### src/sv/pctd_pkg.sv
// ----------------------------------------------------------------------------
// pctd_pkg: shared types and constants of the percent escape decoder
// word formats, status codes, character codes and reset limit
// ----------------------------------------------------------------------------
package pctd_pkg;

  // width of the length limit register and of the produced-byte count
  localparam int unsigned LEN_W = 13;

  // reset value of the limit register
  localparam logic [LEN_W-1:0] MAX_LEN = 13'd4096;

  // most result words that one input word can give
  localparam int unsigned RES_DEPTH = 3;

  // status codes
  localparam logic [1:0] ST_OK       = 2'd0;
  localparam logic [1:0] ST_TOO_LONG = 2'd1;
  localparam logic [1:0] ST_ZERO     = 2'd2;

  // character codes
  localparam logic [7:0] CH_PCT = 8'h25;
  localparam logic [7:0] CH_NUL = 8'h00;

  typedef struct packed {
    logic [7:0] in_byte;
    logic       in_last;
  } in_word_t;

  typedef struct packed {
    logic [7:0] out_byte;
    logic [1:0] status;
    logic       out_last;
  } out_word_t;

  // decoder state carried from one input word to the next
  typedef struct packed {
    logic [1:0]       held_count;
    logic [3:0]       held_high_nibble;
    logic             held_lower;
    logic [LEN_W-1:0] emitted_count;
    logic             discarding;
  } dec_state_t;

endpackage

### src/sv/pctd_step.sv
// ----------------------------------------------------------------------------
// pctd_step: one decode step
// maps the current state and one input word to up to three result words
// and the next state
// ----------------------------------------------------------------------------
module pctd_step (
  input  pctd_pkg::dec_state_t                      cur,
  input  logic [pctd_pkg::LEN_W-1:0]                max_out_len,
  input  pctd_pkg::in_word_t                        word,
  output logic [1:0]                                res_n,
  output pctd_pkg::out_word_t [pctd_pkg::RES_DEPTH-1:0] res,
  output pctd_pkg::dec_state_t                      nxt
);
  import pctd_pkg::*;

  logic       is_hex;
  logic [3:0] hex_val;
  logic [7:0] digit_ch;
  logic [7:0] dec_byte;

  // hex digit of either case
  always_comb begin
    is_hex  = 1'b1;
    hex_val = 4'h0;
    if (word.in_byte >= 8'h30 && word.in_byte <= 8'h39) begin
      hex_val = word.in_byte[3:0];
    end else if (word.in_byte >= 8'h61 && word.in_byte <= 8'h66) begin
      hex_val = 4'(word.in_byte - 8'h57);
    end else if (word.in_byte >= 8'h41 && word.in_byte <= 8'h46) begin
      hex_val = 4'(word.in_byte - 8'h37);
    end else begin
      is_hex = 1'b0;
    end
  end

  // held digit restored in its original case
  always_comb begin
    if (cur.held_high_nibble < 4'd10) begin
      digit_ch = 8'h30 + {4'h0, cur.held_high_nibble};
    end else begin
      digit_ch = (cur.held_lower ? 8'h61 : 8'h41) + {4'h0, cur.held_high_nibble} - 8'd10;
    end
  end

  assign dec_byte = {cur.held_high_nibble, hex_val};

  function automatic logic no_room(input logic [LEN_W:0] e, input logic [LEN_W-1:0] m);
    return (e + (LEN_W+1)'(1)) >= {1'b0, m};
  endfunction

  always_comb begin
    logic [LEN_W:0] e;
    logic [1:0]     n;
    logic           ok;
    logic           done;
    logic           skip;

    e    = {1'b0, cur.emitted_count};
    n    = 2'd0;
    ok   = 1'b1;
    done = 1'b0;
    skip = 1'b0;
    res  = '0;
    nxt  = cur;

    if (cur.discarding) begin
      skip = 1'b1;
      if (word.in_last) begin
        nxt = '0;
      end
    end else begin
      if (cur.held_count == 2'd2) begin
        nxt.held_count = 2'd0;
        if (is_hex) begin
          // complete escape: length check first, then zero check
          done = 1'b1;
          if (no_room(e, max_out_len)) begin
            res[n] = '{out_byte: CH_NUL, status: ST_TOO_LONG, out_last: 1'b1};
            n  = n + 2'd1;
            ok = 1'b0;
          end else if (dec_byte == CH_NUL) begin
            res[n] = '{out_byte: CH_NUL, status: ST_ZERO, out_last: 1'b1};
            n  = n + 2'd1;
            ok = 1'b0;
          end else begin
            res[n] = '{out_byte: dec_byte, status: ST_OK, out_last: 1'b0};
            n = n + 2'd1;
            e = e + (LEN_W+1)'(1);
          end
        end else begin
          // malformed: flush the percent sign and the held digit
          if (no_room(e, max_out_len)) begin
            res[n] = '{out_byte: CH_NUL, status: ST_TOO_LONG, out_last: 1'b1};
            n  = n + 2'd1;
            ok = 1'b0;
          end else begin
            res[n] = '{out_byte: CH_PCT, status: ST_OK, out_last: 1'b0};
            n = n + 2'd1;
            e = e + (LEN_W+1)'(1);
          end
          if (ok) begin
            if (no_room(e, max_out_len)) begin
              res[n] = '{out_byte: CH_NUL, status: ST_TOO_LONG, out_last: 1'b1};
              n  = n + 2'd1;
              ok = 1'b0;
            end else begin
              res[n] = '{out_byte: digit_ch, status: ST_OK, out_last: 1'b0};
              n = n + 2'd1;
              e = e + (LEN_W+1)'(1);
            end
          end
        end
      end else if (cur.held_count == 2'd1) begin
        if (is_hex && !word.in_last) begin
          nxt.held_count       = 2'd2;
          nxt.held_high_nibble = hex_val;
          nxt.held_lower       = (word.in_byte >= 8'h61);
          skip                 = 1'b1;
        end else begin
          nxt.held_count = 2'd0;
          if (no_room(e, max_out_len)) begin
            res[n] = '{out_byte: CH_NUL, status: ST_TOO_LONG, out_last: 1'b1};
            n  = n + 2'd1;
            ok = 1'b0;
          end else begin
            res[n] = '{out_byte: CH_PCT, status: ST_OK, out_last: 1'b0};
            n = n + 2'd1;
            e = e + (LEN_W+1)'(1);
          end
        end
      end

      // the current byte itself
      if (!skip && ok && !done) begin
        if (word.in_byte == CH_PCT && !word.in_last) begin
          nxt.held_count = 2'd1;
        end else if (no_room(e, max_out_len)) begin
          res[n] = '{out_byte: CH_NUL, status: ST_TOO_LONG, out_last: 1'b1};
          n  = n + 2'd1;
          ok = 1'b0;
        end else begin
          res[n] = '{out_byte: word.in_byte, status: ST_OK, out_last: 1'b0};
          n = n + 2'd1;
          e = e + (LEN_W+1)'(1);
        end
      end

      nxt.emitted_count = e[LEN_W-1:0];

      if (!skip) begin
        if (!ok) begin
          nxt.held_count = 2'd0;
          if (word.in_last) begin
            nxt = '0;
          end else begin
            nxt.discarding = 1'b1;
          end
        end else if (word.in_last) begin
          if (n != 2'd0) begin
            res[n - 2'd1].out_last = 1'b1;
          end
          nxt = '0;
        end
      end
    end

    res_n = n;
  end

endmodule

### src/sv/pctd_rbuf.sv
// ----------------------------------------------------------------------------
// pctd_rbuf: result buffer
// holds the result words of one step and, while out_stall is low, hands them out one per cycle
// ----------------------------------------------------------------------------
module pctd_rbuf (
  input  logic                                      clk,
  input  logic                                      rst,
  input  logic                                      load,
  input  logic [1:0]                                load_n,
  input  pctd_pkg::out_word_t [pctd_pkg::RES_DEPTH-1:0] load_res,
  output logic                                      free,
  output logic                                      out_valid,
  input  logic                                      out_stall,
  output pctd_pkg::out_word_t                       out_word
);
  import pctd_pkg::*;

  out_word_t [RES_DEPTH-1:0] ent;
  logic [1:0]                cnt;
  logic                      take;

  assign out_valid = (cnt != 2'd0);
  assign out_word  = ent[0];
  assign take      = out_valid && !out_stall;
  // free for a new step once the last word held goes out
  assign free      = (cnt == 2'd0) || (cnt == 2'd1 && take);

  always_ff @(posedge clk) begin
    if (rst) begin
      cnt <= 2'd0;
    end else if (load) begin
      cnt <= load_n;
    end else if (take) begin
      cnt <= cnt - 2'd1;
    end
  end

  always_ff @(posedge clk) begin
    if (load) begin
      ent <= load_res;
    end else if (take) begin
      ent <= {ent[RES_DEPTH-1], ent[RES_DEPTH-1:1]};
    end
  end

`ifndef ASSERT_OFF
  a_load_when_free: assert property (@(posedge clk) disable iff (rst)
    load |-> (cnt == 2'd0 || (cnt == 2'd1 && take)))
    else $error("rbuf loaded while words still pending");

  a_count_down: assert property (@(posedge clk) disable iff (rst)
    (take && !load) |=> cnt == $past(cnt) - 2'd1)
    else $error("rbuf count did not drop after a word went out");

  a_load_shows: assert property (@(posedge clk) disable iff (rst)
    (load && load_n != 2'd0) |=> out_valid && out_word == $past(load_res[0]))
    else $error("rbuf did not present the first loaded word");
`endif

endmodule

### src/sv/percent_escape_decoder_unit.sv
// ----------------------------------------------------------------------------
// percent_escape_decoder_unit: streaming percent escape decoder
// an accepted word passes the input register, then the result buffer, before
// its first result word shows; throughput: one input word per cycle while
// each gives at most one result and out_stall is low; a word that gives more
// (a malformed escape flush) holds the input until its last result goes out
// reset: synchronous, clears state and buffers, limit register back to 4096
// ----------------------------------------------------------------------------
module percent_escape_decoder_unit (
  input  logic                          clk,
  input  logic                          rst,
  // input channel
  input  logic                          in_valid,
  output logic                          in_stall,
  input  pctd_pkg::in_word_t            in_word,
  // result channel
  output logic                          out_valid,
  input  logic                          out_stall,
  output pctd_pkg::out_word_t           out_word,
  // limit register write
  input  logic                          cfg_wr_en,
  input  logic [pctd_pkg::LEN_W-1:0]    cfg_wr_data
);
  import pctd_pkg::*;

  // input register
  logic       in_q_valid;
  in_word_t   in_q;

  // decoder state and limit
  dec_state_t       state;
  logic [LEN_W-1:0] max_out_len;

  // step outputs
  logic [1:0]                step_n;
  out_word_t [RES_DEPTH-1:0] step_res;
  dec_state_t                state_next;

  logic buf_free;
  logic proc_fire;
  logic in_take;

  // a held word is processed as soon as the result buffer can take its words
  assign proc_fire = in_q_valid && buf_free;
  assign in_stall  = in_q_valid && !buf_free;
  assign in_take   = in_valid && !in_stall;

  always_ff @(posedge clk) begin
    if (rst) begin
      in_q_valid <= 1'b0;
    end else if (in_take) begin
      in_q_valid <= 1'b1;
    end else if (proc_fire) begin
      in_q_valid <= 1'b0;
    end
  end

  // payload needs no reset
  always_ff @(posedge clk) begin
    if (in_take) begin
      in_q <= in_word;
    end
  end

  // decoder state advances once per processed word
  always_ff @(posedge clk) begin
    if (rst) begin
      state <= '0;
    end else if (proc_fire) begin
      state <= state_next;
    end
  end

  // limit takes effect at once
  always_ff @(posedge clk) begin
    if (rst) begin
      max_out_len <= MAX_LEN;
    end else if (cfg_wr_en) begin
      max_out_len <= cfg_wr_data;
    end
  end

  pctd_step u_step (
    .cur         (state),
    .max_out_len (max_out_len),
    .word        (in_q),
    .res_n       (step_n),
    .res         (step_res),
    .nxt         (state_next)
  );

  pctd_rbuf u_rbuf (
    .clk       (clk),
    .rst       (rst),
    .load      (proc_fire),
    .load_n    (step_n),
    .load_res  (step_res),
    .free      (buf_free),
    .out_valid (out_valid),
    .out_stall (out_stall),
    .out_word  (out_word)
  );

`ifndef ASSERT_OFF
  // an error word is always zero and closes the string
  a_error_word: assert property (@(posedge clk) disable iff (rst)
    (out_valid && out_word.status != ST_OK) |-> (out_word.out_last && out_word.out_byte == CH_NUL))
    else $error("error word not zero or not final");

  // after an error every word up to the end of the string is dropped
  a_discard_silent: assert property (@(posedge clk) disable iff (rst)
    (proc_fire && state.discarding) |-> step_n == 2'd0)
    else $error("result produced while discarding");

  // the final word of a string leaves a clean state
  a_last_clears: assert property (@(posedge clk) disable iff (rst)
    (proc_fire && in_q.in_last) |=> (state == '0))
    else $error("state not cleared after final word");
`endif

endmodule
### config.mk
export PLATFORM = sky130hd
export DESIGN_NAME = percent_escape_decoder_unit
export DESIGN_NICKNAME = d
export VERILOG_FILES = /design/src/sv/pctd_pkg.sv /design/src/sv/pctd_step.sv /design/src/sv/pctd_rbuf.sv /design/src/sv/percent_escape_decoder_unit.sv
export SDC_FILE = /design/constraint.sdc
export NUM_CORES = 1
export LEC_CHECK = 0
export ABC_AREA = 1
export ABC_CLOCK_PERIOD_IN_PS = 12450
export BUFFER_PORTS_ARGS = -buffer_cell sky130_fd_sc_hd__buf_4
export CAP_MARGIN = 20
export CORE_ASPECT_RATIO = 1.25
export CORE_MARGIN = 2
export CORE_UTILIZATION = 50
export DETAILED_ROUTE_END_ITERATION = 16
export PLACE_DENSITY = 0.64
export SYNTH_ARGS = -nofsm -noshare
export SYNTH_HDL_FRONTEND = slang
export SYNTH_SLANG_ARGS = --single-unit
### constraint.sdc
create_clock -name clk -period 12.45 [get_ports clk]
set_input_delay 2.49 -clock clk [delete_from_list [all_inputs] [get_ports clk]]
set_output_delay 2.49 -clock clk [all_outputs]
set_load 0.005 [all_outputs]
==> results.sh <==
export IMPL_async_flop_share_pct=0
export IMPL_fin_crit_sh_pct=74.1
export IMPL_criticalPathCategory="reg -> reg"
export IMPL_area_growth_pct=8.12
export IMPL_post_place_ws_ps=3420
export IMPL_r2r_end="state[6]$_SDFFE_PP0P_"
export IMPL_grt_start_max_net_pins=31
export IMPL_synth_largest_area_cell="edfxtp_1"
export IMPL_cp_start_kind="flop"
export IMPL_yosysTopAreaCellShare_pct=17.0
export IMPL_hold_end="state[16]$_SDFFE_PP0P_"
export IMPL_drt_total_wl_um=22000
export IMPL_syn_nets=1158
export IMPL_tightest_slew_ps=878
export IMPL_end_kind="flop"
export IMPL_cp_slowest_cell="a21oi_1"
export IMPL_dr_first_iter_drc_count=834
export IMPL_path_max_fanout=30
export IMPL_min_path_type="reg -> reg"
export IMPL_cts_resized=0
export IMPL_finalNetCount=1169
export IMPL_final_layout_size_suffix_gt1_share_pct=10.7
export IMPL_die_w_um=110
export IMPL_die_h_um=137
export IMPL_grt_pass1_wl_um=34600
export IMPL_place_hpwl_um=17200
export IMPL_arrival_ps=9460
export IMPL_die_area_um2=15100
export IMPL_outcome="complete, no violations"
export IMPL_viasPerCell=5.54
export IMPL_synth_area_um2=7050
export IMPL_syn_inst=1080
export IMPL_yosys_register_bits=77
export IMPL_syn_avg_cell_area_um2=6.53
export IMPL_gr_total_overflow=0
export IMPL_synth_distinct_cells=42
export IMPL_min_delay_start="state[16]$_SDFFE_PP0P_"
export IMPL_p_seq_share_pct=40.3
export IMPL_drc_errors=0
export IMPL_slowest_delay_ps=590
export IMPL_rows=48
export IMPL_antennaDiodeCount=0
export IMPL_cts_sinks=77
export IMPL_slew_headroom_pct=41.3
export IMPL_setup_viol=0
export IMPL_grt_pass1_vias=6707
export IMPL_drt_pass1_iterations=6
export IMPL_clock_latency_ps=350
export IMPL_worst_slack_ps=3220
export IMPL_wl_per_cell_um=17.3
export IMPL_cpMostUsedCell="nand2_1"
export IMPL_cts_root_buf="clkbuf_16"
export IMPL_ios=40
export IMPL_p_int_uw=564
export IMPL_antenna_found_initial=0
export IMPL_clk_pin_slew_ps=70
export IMPL_required_ps=12680
export IMPL_hold_viol_final=0
export IMPL_r2r_slack_ps=3220
export IMPL_place_congestion=1.03
export IMPL_tns_ps=0
export IMPL_p_leak_nw=3.73
export IMPL_fill_cells=1413
export IMPL_combPwrFrac_pct=29.7
export IMPL_report_final_slew_viol_count=0
export IMPL_rsz0062_at_grt="false"
export IMPL_fin_skew_ps=7.79
export IMPL_vias=7044
export IMPL_ir_drop_v=0.000105
export IMPL_postCtsSetupRepairBufs=0
export IMPL_yosys_top_cells_area="edfxtp_1 17%, nand2_1 16%, dfxtp_1 11%"
export IMPL_synth_edff_count=40
export IMPL_cts_buffer_depth=2
export IMPL_reg2reg_depth=53
export IMPL_ant_nets=0
export IMPL_period_minus_slack_ps=9230
export IMPL_portBuffers=39
export IMPL_h_tree_depth=3
export IMPL_clockPowerShare_pct=29.9
export IMPL_start_util_pct=51.1
export IMPL_core_area_um2=13800
export IMPL_p_total_uw=875
export IMPL_yosysSeqAreaShare_pct=27.5
export IMPL_yosysMostFrequentCell="nand2_1"
export IMPL_max_cap_violations=0
export IMPL_power_density_nw_per_um2=115
export IMPL_power_share_switching_pct=35.6
export IMPL_grt_usage_pct=30.3
export IMPL_cts_tree="yes"
export IMPL_fmaxAchievable_mhz=108
export IMPL_numCtsBuffers=9
export IMPL_synth_commonest_cells="300 x nand2_1, 149 x inv_1, 86 x a21oi_1, 84 x nor2_1, 68 x nand3_1"
export IMPL_synth_flop_cell="edfxtp_1"
export IMPL_rr_startpoint="state[1]$_SDFFE_PP0P_"
export IMPL_switchingPower_uw=311
export IMPL_holdBufCountCts=0
export IMPL_hold_depth=2
export IMPL_yosys_warnings=0
==> cell usage in the layout (no fill, tap or decap), types with 4 or more instances in the layout <==
cell type	count
nand2_1	300
inv_1	149
a21oi_1	86
nor2_1	84
nand3_1	68
ha_1	51
o21ai_0	50
buf_4	43
edfxtp_1	40
dfxtp_1	37
nand4_1	32
nor3_1	20
xor2_1	18
o21ai_1	18
inv_2	16
nand2_2	10
clkbuf_16	9
o21ai_2	8
o21a_1	7
nor2_2	6
a31oi_1	5
nand2_4	4
nand3_4	4
o211ai_1	4
==> area by class of cell <==
class | count | area [um2] | area share [%]
multi-input cells | 795 | 4230 | 55.5
flip-flops and latches | 77 | 1940 | 25.5
inverters | 165 | 619 | 8.12
repair buffers | 43 | 323 | 4.23
clock buffers | 9 | 225 | 2.95
well taps | 175 | 219 | 2.87
clock inverters | 7 | 65.1 | 0.853
==> worst max-delay path by stage <==
stage	startpoint	end	depth (start not counted)
global route	state[1]$_SDFFE_PP0P_	u_rbuf.ent[14]$_DFFE_PP_	54
detailed placement	state[1]$_SDFFE_PP0P_	state[4]$_SDFFE_PP0P_	53
global placement	state[1]$_SDFFE_PP0P_	state[4]$_SDFFE_PP0P_	50
floorplan	state[1]$_SDFFE_PP0P_	u_rbuf.ent[11]$_DFFE_PP_	55
CTS	state[1]$_SDFFE_PP0P_	state[6]$_SDFFE_PP0P_	53
finish	state[1]$_SDFFE_PP0P_	state[6]$_SDFFE_PP0P_	53
==> critical path: cells and delay by family, from the launching register on <==
family                   cells  cell delay [ps]
flip-flops                   1              520
buffers and inverters        6              730
adder cells (fa/ha/maj)      6             1530
AND/OR/NAND/NOR             28             4060
XOR/XNOR                     2              480
AO/OA/AOI/OAI               11             1780
==> power by group through the flow <==
stage,clock [mW],sequential [mW],combinational (mW)
after floorplan,0,0.353,0.184
after global placement,0,0.357,0.259
after detailed placement,0,0.358,0.259
after CTS,0.264,0.353,0.260
after global routing,0.276,0.358,0.292
final,0.262,0.353,0.260
==> state kept, by name, summed over array words and instances (netlist names) <==
name / cells
state: 21
u_rbuf.ent: 20
max_out_len: 13
u_rbuf.out_word: 11
in_q: 9
u_rbuf.cnt: 2
in_q_valid: 1
==> metrics by stage <==
step | utilization, % | hold WS (ps) | cells | area, um2
after floorplan | - | 454 | 1080 | 7050
after global placement | 53.1 | 475 | 1255 | 7340
after detailed placement | 53.1 | 484 | 1255 | 7340
after CTS | 55.2 | 494 | 1271 | 7630
after global routing | 55.2 | 521 | 1271 | 7630
final | 55.2 | 499 | 1271 | 7630
==> cell families after synthesis <==
| family | count (synthesis) | share of synthesized area [%] |
|---|---|---|
| AOI/OAI and AO/OA | 190 | 15.0 |
| buffers and inverters | 208 | 12.5 |
| DFF | 77 | 27.5 |
| adders and majority gates | 51 | 9.05 |
| xor gates and xnor gates | 18 | 2.23 |
| and+or+nand+nor | 536 | 33.7 |
==> layer usage <==
layer  track usage [%]  wire length (um)
met5                 0                 0
met3              4.14              1220
met1              33.4              8320
met4              17.4              1300
met2              54.8             11100
Note: power is estimated with default switching activity, not from simulation.
